`config.mk`:
```
export PLATFORM = sky130hd
export DESIGN_NAME = stereo_voice_mixer_core
export DESIGN_NICKNAME = d
export VERILOG_FILES = /design/src/rtl/core/svm_pkg.sv /design/src/rtl/core/stereo_voice_mixer_core.sv
export SDC_FILE = /design/constraint.sdc
export NUM_CORES = 2
export LEC_CHECK = 0
export ABC_AREA = 0
export BUFFER_PORTS_ARGS = -buffer_cell sky130_fd_sc_hd__buf_2
export CORE_ASPECT_RATIO = 0.5
export CORE_UTILIZATION = 45
export DETAILED_ROUTE_END_ITERATION = 12
export GPL_TIMING_DRIVEN = 0
export PLACE_DENSITY = 0.7
export RECOVER_POWER = 25
export SLEW_MARGIN = 20
export SYNTH_ARGS = -nofsm -noshare
export SYNTH_HDL_FRONTEND = slang
export SYNTH_SLANG_ARGS = --single-unit
```
`constraint.sdc`:
```
create_clock -name clk -period 11.7 [get_ports clk]
set_input_delay 2.34 -clock clk [delete_from_list [all_inputs] [get_ports clk]]
set_output_delay 2.34 -clock clk [all_outputs]
set_load 0.02 [all_outputs]
```
`src/rtl/core/svm_pkg.sv`:
```
// ----------------------------------------------------------------------------
// svm_pkg
// Types and fixed constants of the stereo voice mixer.
// ----------------------------------------------------------------------------
package svm_pkg;

    localparam int SAMPLE_W   = 16;
    localparam int GAIN_IN_W  = 15;
    localparam int PAN_IN_W   = 14;
    localparam int PAN_FRAC_W = 12;
    localparam int FACTOR_W   = PAN_FRAC_W + 1;   // pan factor 0..1.0
    localparam int SUM_W      = 43;

    localparam logic signed [PAN_IN_W-1:0] PAN_ONE     = PAN_IN_W'(1 << PAN_FRAC_W);
    localparam logic signed [PAN_IN_W-1:0] PAN_NEG_ONE = -PAN_ONE;

    localparam logic signed [SAMPLE_W-1:0] SAMPLE_MAX = {1'b0, {(SAMPLE_W-1){1'b1}}};
    localparam logic signed [SAMPLE_W-1:0] SAMPLE_MIN = {1'b1, {(SAMPLE_W-1){1'b0}}};

    typedef enum logic [2:0] {
        ST_IDLE,
        ST_MUL_WL,   // gain * left factor
        ST_MUL_PL,   // left sample * left weight
        ST_MUL_WR,   // gain * right factor, add left product
        ST_MUL_PR,   // right sample * right weight
        ST_ACC_R,    // add right product
        ST_EMIT      // round, saturate, load output, clear sums
    } state_t;

endpackage

```
`src/rtl/core/stereo_voice_mixer_core.sv`:
```
// ----------------------------------------------------------------------------
// stereo_voice_mixer_core
// Stereo voice mixer: weighted accumulate of voices, rounded int16 frame out.
// ----------------------------------------------------------------------------
// Each voice transaction runs ST_MUL_WL, ST_MUL_PL, ST_MUL_WR, ST_MUL_PR and
// ST_ACC_R after acceptance, then returns to ST_IDLE with ready high, driven
// by a single shared multiplier that computes both weights and both weighted
// samples in turn, with one shared saturating adder for the two sums. The
// voice that closes a frame (last_voice, or MAX_VOICES voices) also passes
// ST_EMIT to round and load the output register, waiting while the previous
// frame waits on out_ready. No memories, no clearing pass after reset.
// ----------------------------------------------------------------------------
module stereo_voice_mixer_core
    import svm_pkg::*;
#(
    parameter int MAX_VOICES     = 4096,
    parameter int GAIN_FRAC_BITS = 12
)
(
    input  logic                       clk,
    input  logic                       rst_n,
    input  logic                       in_valid,
    output logic                       in_ready,
    input  logic signed [SAMPLE_W-1:0] left_sample,
    input  logic signed [SAMPLE_W-1:0] right_sample,
    input  logic [GAIN_IN_W-1:0]       voice_gain,
    input  logic signed [PAN_IN_W-1:0] voice_pan,
    input  logic                       last_voice,
    output logic                       out_valid,
    input  logic                       out_ready,
    output logic signed [SAMPLE_W-1:0] mixed_left,
    output logic signed [SAMPLE_W-1:0] mixed_right
);

    localparam int GAIN_W  = GAIN_FRAC_BITS + 3;                 // clamped gain, up to 4.0
    localparam int GCMP_W  = (GAIN_W > GAIN_IN_W) ? GAIN_W : GAIN_IN_W;
    localparam int WGT_W   = GAIN_W + PAN_FRAC_W;               // gain * factor, unsigned
    localparam int OPA_W   = (GAIN_W + 1 > SAMPLE_W) ? GAIN_W + 1 : SAMPLE_W;
    localparam int OPB_W   = WGT_W + 1;
    localparam int PROD_W  = OPA_W + OPB_W;
    localparam int ADD_W   = ((PROD_W > SUM_W) ? PROD_W : SUM_W) + 1;
    localparam int FRAC_W  = GAIN_FRAC_BITS + PAN_FRAC_W;
    localparam int RND_W   = SUM_W + 1;
    localparam int CNT_W   = $clog2(MAX_VOICES + 1);

    localparam logic [GCMP_W-1:0] GAIN_MAX = GCMP_W'(4 << GAIN_FRAC_BITS);
    localparam logic [CNT_W-1:0]  CNT_LAST = CNT_W'(MAX_VOICES);
    localparam logic signed [ADD_W-1:0] SUM_HI = ADD_W'({1'b0, {(SUM_W-1){1'b1}}});
    localparam logic signed [ADD_W-1:0] SUM_LO = -SUM_HI - ADD_W'(1);
    localparam logic signed [RND_W-1:0] RND_HALF = RND_W'(1) <<< (FRAC_W - 1);

    function automatic logic signed [SUM_W-1:0] sat_add(
        input logic signed [SUM_W-1:0]  a,
        input logic signed [PROD_W-1:0] b
    );
        logic signed [ADD_W-1:0] s;
        s = ADD_W'(a) + ADD_W'(b);
        if (s > SUM_HI)
            return SUM_W'(SUM_HI);
        else if (s < SUM_LO)
            return SUM_W'(SUM_LO);
        else
            return SUM_W'(s);
    endfunction

    // Half away from zero: (s + half - [s < 0]) >>> frac, then clamp to int16.
    function automatic logic signed [SAMPLE_W-1:0] round_out(
        input logic signed [SUM_W-1:0] s
    );
        logic signed [RND_W-1:0] r;
        r = RND_W'(s) + RND_HALF - RND_W'(s[SUM_W-1]);
        r = r >>> FRAC_W;
        if (r > RND_W'(SAMPLE_MAX))
            return SAMPLE_MAX;
        else if (r < RND_W'(SAMPLE_MIN))
            return SAMPLE_MIN;
        else
            return SAMPLE_W'(r);
    endfunction

    state_t state_reg, state_next;

    logic signed [SAMPLE_W-1:0] ls_reg, rs_reg;
    logic [GAIN_W-1:0]          gain_reg;
    logic [FACTOR_W-1:0]        lf_reg, rf_reg;
    logic                       emit_reg, emit_next;
    logic [CNT_W-1:0]           cnt_reg, cnt_next;
    logic signed [PROD_W-1:0]   prod_reg;
    logic signed [SUM_W-1:0]    left_sum_reg, left_sum_next;
    logic signed [SUM_W-1:0]    right_sum_reg, right_sum_next;
    logic                       out_valid_reg, out_valid_next;
    logic signed [SAMPLE_W-1:0] mixed_left_reg, mixed_right_reg;

    logic                       accept;
    logic                       out_load;
    logic                       acc_left, acc_right;
    logic signed [OPA_W-1:0]    mul_a;
    logic signed [OPB_W-1:0]    mul_b;
    logic signed [PROD_W-1:0]   mul_p;
    logic signed [SUM_W-1:0]    acc_in, acc_res;

    logic [GCMP_W-1:0]          gain_ext;
    logic [GAIN_W-1:0]          gain_clamped;
    logic signed [PAN_IN_W-1:0] pan_clamped;
    logic signed [PAN_IN_W-1:0] lf_wide, rf_wide;
    logic [CNT_W-1:0]           cnt_inc;

    // ---------------- next state ----------------
    always_comb
    begin
        state_next = state_reg;
        case (state_reg)
            ST_IDLE:   if (in_valid) state_next = ST_MUL_WL;
            ST_MUL_WL: state_next = ST_MUL_PL;
            ST_MUL_PL: state_next = ST_MUL_WR;
            ST_MUL_WR: state_next = ST_MUL_PR;
            ST_MUL_PR: state_next = ST_ACC_R;
            ST_ACC_R:  state_next = emit_reg ? ST_EMIT : ST_IDLE;
            ST_EMIT:   if (!out_valid_reg || out_ready) state_next = ST_IDLE;
            default:   state_next = ST_IDLE;
        endcase
    end

    // ---------------- sequencer outputs ----------------
    always_comb
    begin
        in_ready  = 1'b0;
        out_load  = 1'b0;
        acc_left  = 1'b0;
        acc_right = 1'b0;
        mul_a     = '0;
        mul_b     = '0;
        case (state_reg)
            ST_IDLE:
            begin
                in_ready = 1'b1;
            end
            ST_MUL_WL:
            begin
                mul_a = OPA_W'(gain_reg);
                mul_b = OPB_W'(lf_reg);
            end
            ST_MUL_PL:
            begin
                mul_a = OPA_W'(ls_reg);
                mul_b = OPB_W'(prod_reg[WGT_W-1:0]);
            end
            ST_MUL_WR:
            begin
                mul_a    = OPA_W'(gain_reg);
                mul_b    = OPB_W'(rf_reg);
                acc_left = 1'b1;
            end
            ST_MUL_PR:
            begin
                mul_a = OPA_W'(rs_reg);
                mul_b = OPB_W'(prod_reg[WGT_W-1:0]);
            end
            ST_ACC_R:
            begin
                acc_right = 1'b1;
            end
            ST_EMIT:
            begin
                out_load = !out_valid_reg || out_ready;
            end
            default:
            begin
                in_ready = 1'b0;
            end
        endcase
    end

    assign accept = in_valid && in_ready;

    // ---------------- input conditioning ----------------
    always_comb
    begin
        gain_ext     = GCMP_W'(voice_gain);
        gain_clamped = (gain_ext > GAIN_MAX) ? GAIN_W'(GAIN_MAX) : GAIN_W'(gain_ext);

        if (voice_pan > PAN_ONE)
            pan_clamped = PAN_ONE;
        else if (voice_pan < PAN_NEG_ONE)
            pan_clamped = PAN_NEG_ONE;
        else
            pan_clamped = voice_pan;

        lf_wide = (pan_clamped > 0) ? PAN_ONE - pan_clamped : PAN_ONE;
        rf_wide = (pan_clamped < 0) ? PAN_ONE + pan_clamped : PAN_ONE;

        cnt_inc   = cnt_reg + CNT_W'(1);
        emit_next = emit_reg;
        cnt_next  = cnt_reg;
        if (accept)
        begin
            emit_next = last_voice || (cnt_inc == CNT_LAST);
            cnt_next  = emit_next ? '0 : cnt_inc;
        end
    end

    // ---------------- shared multiplier and adder ----------------
    assign mul_p   = mul_a * mul_b;
    assign acc_in  = acc_left ? left_sum_reg : right_sum_reg;
    assign acc_res = sat_add(acc_in, prod_reg);

    always_comb
    begin
        left_sum_next  = left_sum_reg;
        right_sum_next = right_sum_reg;
        if (acc_left)
            left_sum_next = acc_res;
        if (acc_right)
            right_sum_next = acc_res;
        if (out_load)
        begin
            left_sum_next  = '0;
            right_sum_next = '0;
        end

        out_valid_next = out_valid_reg;
        if (out_valid_reg && out_ready)
            out_valid_next = 1'b0;
        if (out_load)
            out_valid_next = 1'b1;
    end

    // ---------------- registers ----------------
    always_ff @(posedge clk or negedge rst_n)
    begin
        if (!rst_n)
        begin
            state_reg     <= ST_IDLE;
            emit_reg      <= 1'b0;
            cnt_reg       <= '0;
            left_sum_reg  <= '0;
            right_sum_reg <= '0;
            out_valid_reg <= 1'b0;
        end
        else
        begin
            state_reg     <= state_next;
            emit_reg      <= emit_next;
            cnt_reg       <= cnt_next;
            left_sum_reg  <= left_sum_next;
            right_sum_reg <= right_sum_next;
            out_valid_reg <= out_valid_next;
        end
    end

    always_ff @(posedge clk)
    begin
        if (accept)
        begin
            ls_reg   <= left_sample;
            rs_reg   <= right_sample;
            gain_reg <= gain_clamped;
            lf_reg   <= FACTOR_W'(lf_wide);
            rf_reg   <= FACTOR_W'(rf_wide);
        end
        prod_reg <= mul_p;
        if (out_load)
        begin
            mixed_left_reg  <= round_out(left_sum_reg);
            mixed_right_reg <= round_out(right_sum_reg);
        end
    end

    assign out_valid   = out_valid_reg;
    assign mixed_left  = mixed_left_reg;
    assign mixed_right = mixed_right_reg;

endmodule

```
Yosys cells after proc, flatten, opt, wreduce, memory -nomap -nowiden

Cells that the tools add are included.

Equal/unequal tests: 9
Reduce and logical (&&, ||, !) cells: 12
$mul: 1
Multiplexer cells: 24
$add $sub $neg: 8
Order comparisons: 11

Operators by type and width:

| operator                                                                | number |
|---|---|
| 43-bit 2-to-1 mux                                                       | 7 |
| 43-bit by 25-bit adder with 44-bit output (second input constant)       | 2 |
| 44-bit by 1-bit subtractor with 44-bit output                           | 2 |
| 27-bit one-hot mux with 3 select lines                                  | 1 |
| 16-bit one-hot mux with 3 select lines                                  | 1 |
| 43-bit by 44-bit adder with 45-bit output                               | 1 |
| 45-bit by 43-bit > comparator with 1-bit output (second input constant) | 1 |
| 45-bit by 43-bit < comparator with 1-bit output (second input constant) | 1 |
| 16-bit by 28-bit multiplier with 44-bit output                          | 1 |
| 20-bit by 16-bit > comparator with 1-bit output (second input constant) | 2 |
| 20-bit by 16-bit < comparator with 1-bit output (second input constant) | 2 |
| 16-bit 2-to-1 mux                                                       | 2 |
| 14-bit 2-to-1 mux                                                       | 2 |
| 3-bit one-hot mux with 7 select lines                                   | 1 |
| 15-bit > comparator (second input constant)                             | 1 |
| 14-bit by 1-bit > comparator with 1-bit output (second input constant)  | 1 |
| 14-bit > comparator (second input constant)                             | 1 |
| 14-bit by 1-bit < comparator with 1-bit output (second input constant)  | 1 |
| 14-bit by 13-bit < comparator with 1-bit output (second input constant) | 1 |
| 13-bit by 1-bit adder with 13-bit output (second input constant)        | 1 |
| 13-bit adder (first input constant)                                     | 1 |
| 13-bit equality test (second input constant)                            | 1 |
| 13-bit 2-to-1 mux                                                       | 1 |
| 13-bit subtractor (first input constant)                                | 1 |
| other kinds (13)                                                        | 29 |

Input port bits: 66
Register bits: 253
Word-level logic and storage cells: 79
Output and inout bits: 34

Depth between registers and ports, before layout

Word-level depth: 9
Gate-level depth with buffers: 32
Gate-level depth less buffers: 29

Least setup slack after synthesis

No wires, ideal clock.

Kind: register to register
Start point: reg state_reg[1]
End point: reg prod_reg[37]
Path buffers: 4
Stages on the path, launching flop included: 29
Arrival: 7853 ps
Slack: 3774 ps
Library setup time: 72 ps
Data required time: 11628 ps
Path through: dfrtp_1 > clkbuf_1 > clkbuf_1 > nor3_1 > clkbuf_1 > nand2_1 > o21ai_1 > clkbuf_1 > nand2_1 > fa_1 > inv_1 > fa_1 > fa_1 > fa_1 > fa_1 > inv_1 > fa_1 > inv_1 > ha_1 > and3_1 > a31o_2 > a21oi_1 > o21ai_0 > a2111oi_0 > nor2_1 > a31oi_1 > o21ai_0 > a41oi_1 > xnor2_1

Longest elaborated chain between the ends: 4
Elaborated cells between the ends (all ways): 9
Those cells by class: mul: 1; eq/ne: 4; mux: 2; reduce/logical: 2

Ends and longest elaborated chain:

| element                                                                                                 | line                           | text |
|---|---|---|
| start: declaration                                                                                      | stereo_voice_mixer_core.sv:81  | `state_t state_reg, state_next;` |
| start signal: assignment                                                                                | stereo_voice_mixer_core.sv:242 | `state_reg <= state_next;` |
| 3-bit by 2-bit equality test with 1-bit output, or another cell as far along                            | stereo_voice_mixer_core.sv:133 | `case (state_reg)` |
| 2-bit OR reduction (no line)                                                                            | n/a                            |  |
| 16-bit one-hot mux with 3 select lines / 27-bit one-hot mux with 3 select lines (equally long branches) | stereo_voice_mixer_core.sv:133 |  |
| 16-bit by 28-bit multiplier with 44-bit output *                                                        | stereo_voice_mixer_core.sv:203 | `assign mul_p = mul_a * mul_b;` |
| via mul_p[37]                                                                                           | stereo_voice_mixer_core.sv:99  | `logic signed [PROD_W-1:0] mul_p;` |
| end signal: assignment                                                                                  | stereo_voice_mixer_core.sv:261 | `prod_reg <= mul_p;` |
| end: declaration                                                                                        | stereo_voice_mixer_core.sv:88  | `logic signed [PROD_W-1:0] prod_reg;` |

Mark *: on every way through the listed nets, which the timed path passes. The rest lies on a longest branch.
A chain may end at the register's enable or synchronous reset.

Final worst setup path

Ends and elaborated chain as after synthesis.

==> results.md <==
- The post-synthesis async set-or-reset flop share is 0.411.
- The number of synthesized register bits is around 250.
- The number of max-slew violations in the final report came to 107.
- For this block, the via count after detailed routing is 26,300.
- The most critical setup path has its startpoint at state_reg[1]$_DFFE_PN0P_.
- The floorplan die height is 187 µm.
- The total iterations of the first detailed-routing run is 6.
- Yosys mapped the design onto 91 distinct sky130hd cell types.
- The first global-routing pass estimated 144 mm of wire.
- The detailed route wirelength on metal3 is 10.0 mm.
- The routability congestion estimate is approximately 0.95.
- The number of nets with antenna violations after detailed routing is 0.
- The data required time of the critical path is 12,200 ps.
- The signal arrival time at the worst endpoint is 10,500 ps.
- The number of buffer and inverter stages on the critical path is 7.
- Counting flops with a built-in enable in the synthesized netlist gives 105.
- After floorplanning, the core was divided into 67 placement rows.
- The hold violation count in the final report is 0.
- The library cell used as clock root buffer is clkbuf_16.
- The minimum setup slack after placement is 1910 ps.
- The register with the most flip-flops in the layout has between 40 and 50 of them.
- The total of max-cap violations is 2.
- The proportion of layout cells with a drive suffix above 1 is 0.0549.
- The nature of the critical path startpoint is a register.
- The cell area reported after detailed placement is 32,600 µm².
- The mapped netlist covers 30,900 µm².
- The hold path startpoint is cnt_reg[12]$_DFFE_PN0P_.
- The region available for standard cell placement spans approximately 67,000 µm².
- The run finished, with violations left.
- The number of post-CTS setup repair buffers is 0.
- Counting I/O delays and the setup requirement, the final critical path takes 10000 ps.
- The class of the most critical hold timing path is reg -> reg.
- The net total in the final layout is 4,386.
- The nature of the critical path endpoint is a register.
- The kind of cell adding the most delay to the critical path is adder cells.
- The number of antenna diodes in the final layout is 0.
- The number of hold buffers added after CTS was 0.
- The prevailing post-synth register cell is edfxtp_1.
- The total number of yosys warnings is 0.
- The buffer depth of the longest clock path is 3.
- The endpoint of the most critical register-to-register path is prod_reg[37]$_DFF_P_.
- The number of antenna violations at the first check in global routing is 1.
- The first routing iteration left 2,441 violations.
- The pin count of the biggest net entering global routing is 83.
- After legalization and detailed placement, the total HPWL measured between 70 and 80 mm.
- Setup total negative slack on the finished layout was measured at 0 ps.
- In this run the number of cells on the critical path is 28.
- On the worst path, the slowest cell contributes a delay of between 700 and 800 ps.
- After routing the design area is 33,500 µm².
- The setup check on the worst reg-to-reg path leaves a slack of 1700 ps.
- The number of nets in the synthesized netlist is 4,257.
- The clock-pin slew on the worst setup and hold paths is about 70 ps.
- During I/O placement, the number of pins put on the boundary was 100.
- The fraction of the core area covered by cells at the end of the flow is 0.497.
- The die outline width is 373 µm.
- The number of buffers created by CTS is 26.
- The post-cts repair resize count is 0.
- Following the worst setup path forward leads to its endpoint at prod_reg[37]$_DFF_P_.
- The cell count after synthesis is 3,568.
- The cell with the largest stage delay on the worst path is a2111oi_0.
- In this run the critical register-to-register path is launched from state_reg[1]$_DFFE_PN0P_.
- The number of clock sinks seen by CTS is 253.
- The H-tree level count is 1.
- The met2 wire length is 38.6 mm.
- The met1 layer wirelength in the final routing is 40.1 mm.
- The die outline area is 69,900 µm².
- The number of vias per cell after detailed routing is 5.71.
- The number of setup violations in the final report is 0.
- The detail-routed net length per standard cell is between 15 and 20 µm.
- The starting density of the core is 0.458.
- The worst reg2reg path depth is 28.
- Setup repair after global routing left no endpoint under its margin.
- The worst pin sits at a relative slew slack of -1.04.
- Dividing the final minimum period by the clock period gives 0.855.
- Derived from the worst setup path, the maximum achievable clock frequency is 0.100 GHz.
- Averaged over all synthesized cells, the footprint is roughly 8.7 µm².
- The clock tree from TritonCTS is yes.
- The checks that failed: capacitance limit, slew limit.
- The total global routing track utilization is 0.263.
- In this run the top signal layer used is met4.
- Global routing finished with a remaining overflow of 0.
- The worst setup slack after layout is 1700 ps.
- On the final layout, the worst clock skew is 16.7 ps.
- The wire length reported by the detailed router is between 90 and 100 mm.
- The top fanout value on the critical path is 10.
- Among the stages of the critical path, the cell type that occurs most often is fa_1.
- The remaining design rule violation count is 0.
- For the pin with the worst max-slew slack, the measured transition is 3060 ps.
- The sequential-to-total area share from yosys stat is 0.215.
- The critical path in this run is classified as reg -> reg.
- Buffers placed on the I/O ports in this run total 99.
- The layout-stage area growth over the synthesis result is 8.37%.
- For the worst-skew pair, the clock arrives at the later sink with an insertion delay of between 500 and 600 ps.
- The via count of the first global-routing pass is 26,100.
==> cell usage in the layout (no fill, tap or decap), drive strengths merged, types with 7 or more instances in the layout <==
cell type  count
ha           274
o31ai          8
a221o         67
and3          33
edfxtp       105
a211o          8
clkinv        10
and2          33
fa           349
a21oi        210
o21ai        191
nand4         20
nor2b         29
nand2b        26
mux2i         16
a22o           7
a21o          94
a211oi        19
buf          124
clkbuf       146
nor2         343
nand3         65
inv          559
o211ai        15
a31oi         27
xor2          42
nor3          48
nand2        419
nor4          11
or3           10
o21bai        25
a22oi         18
o21a          31
a311oi         9
dfxtp         44
dfrtp        104
xnor2         77
==> synthesized netlist by cell type (5+ instances only) <==
master / number / area, µm²
a211o_1: 7 / 61.3
a211oi_1: 19 / 143
a21o_1: 94 / 706
a21oi_1: 207 / 1040
a221o_1: 67 / 671
a22o_1: 7 / 61.3
a22oi_1: 18 / 135
a311oi_1: 8 / 70.1
a31oi_1: 27 / 169
a41oi_1: 6 / 52.6
and2_1: 31 / 194
and3_1: 32 / 200
buf_1: 13 / 48.8
buf_2: 10 / 50.1
buf_6: 7 / 78.8
clkbuf_1: 107 / 402
dfrtp_1: 104 / 2600
dfxtp_1: 44 / 881
edfxtp_1: 105 / 3150
fa_1: 349 / 6990
ha_1: 274 / 3430
inv_1: 556 / 2090
mux2i_1: 16 / 160
nand2_1: 419 / 1570
nand2b_1: 26 / 163
nand3_1: 65 / 325
nand4_1: 20 / 125
nor2_1: 343 / 1290
nor2b_1: 29 / 181
nor3_1: 46 / 230
nor4_1: 10 / 62.6
o2111ai_1: 6 / 52.6
o211ai_1: 12 / 90.1
o21a_1: 31 / 233
o21ai_0: 173 / 866
o21ai_1: 18 / 90.1
o21bai_1: 25 / 188
o311ai_0: 5 / 43.8
o31a_1: 6 / 52.6
o31ai_1: 6 / 45.0
or3_1: 10 / 62.6
xnor2_1: 77 / 674
xor2_1: 42 / 368
==> layer usage <==
layer,GRT usage,vias up
met1,0.372,12700
met2,0.402,1226
li1,-,12200
met5,0,-
met4,0.0679,0
met3,0.0639,160
==> kinds of logic (layout without fill, tap and decap cells) <==
group,count (synthesis),in the layout,share of synthesized area
AOI/OAI and AO/OA,793,793,0.171
muxes,20,20,0.00663
and+or+nand+nor,1062,1062,0.151
adders and majority gates,623,623,0.337
buffers and inverters,698,847,0.0869
DFF,253,253,0.215
xor gates and xnor gates,119,119,0.0337
==> through the flow <==
stage                     std cells  hold slack, ps
after floorplan                3568             468
after global placement         4564             491
after detailed placement       4566             509
after CTS                      4614             524
after global routing           4614             544
final                          4614             525
==> final cells by class <==
cell class,count,area (µm²)
multi-input cells,2617,21700
inverters,560,2110
clock inverters,17,231
plain buffers,138,587
fillers,6397,34000
repair buffers,101,503
well taps,897,1120
flip-flops and latches,253,6640
clock buffers,31,683
==> how the worst min path moves through the flow <==
stage | depth (start not counted) | end | slack, ps
floorplan | 1 | cnt_reg[12]$_DFFE_PN0P_ | 470
global placement | 1 | cnt_reg[12]$_DFFE_PN0P_ | 490
detailed placement | 1 | left_sum_reg[0]$_DFFE_PN0P_ | 510
CTS | 1 | left_sum_reg[0]$_DFFE_PN0P_ | 520
global route | 1 | left_sum_reg[0]$_DFFE_PN0P_ | 540
finish | 1 | cnt_reg[12]$_DFFE_PN0P_ | 520
==> worst reg2reg max path, delay by kind of cell (launching register included) <==
kind            cells  cell delay [ps]
compound gates      8             2730
simple gates        5             1410
flops               1              360
buf+inv             7             1800
xor+xnor            1              160
fa+ha+maj           7             3440
Power is not shown: default switching activity piles up to over one toggle a cycle in this logic, so the estimate is an artifact.
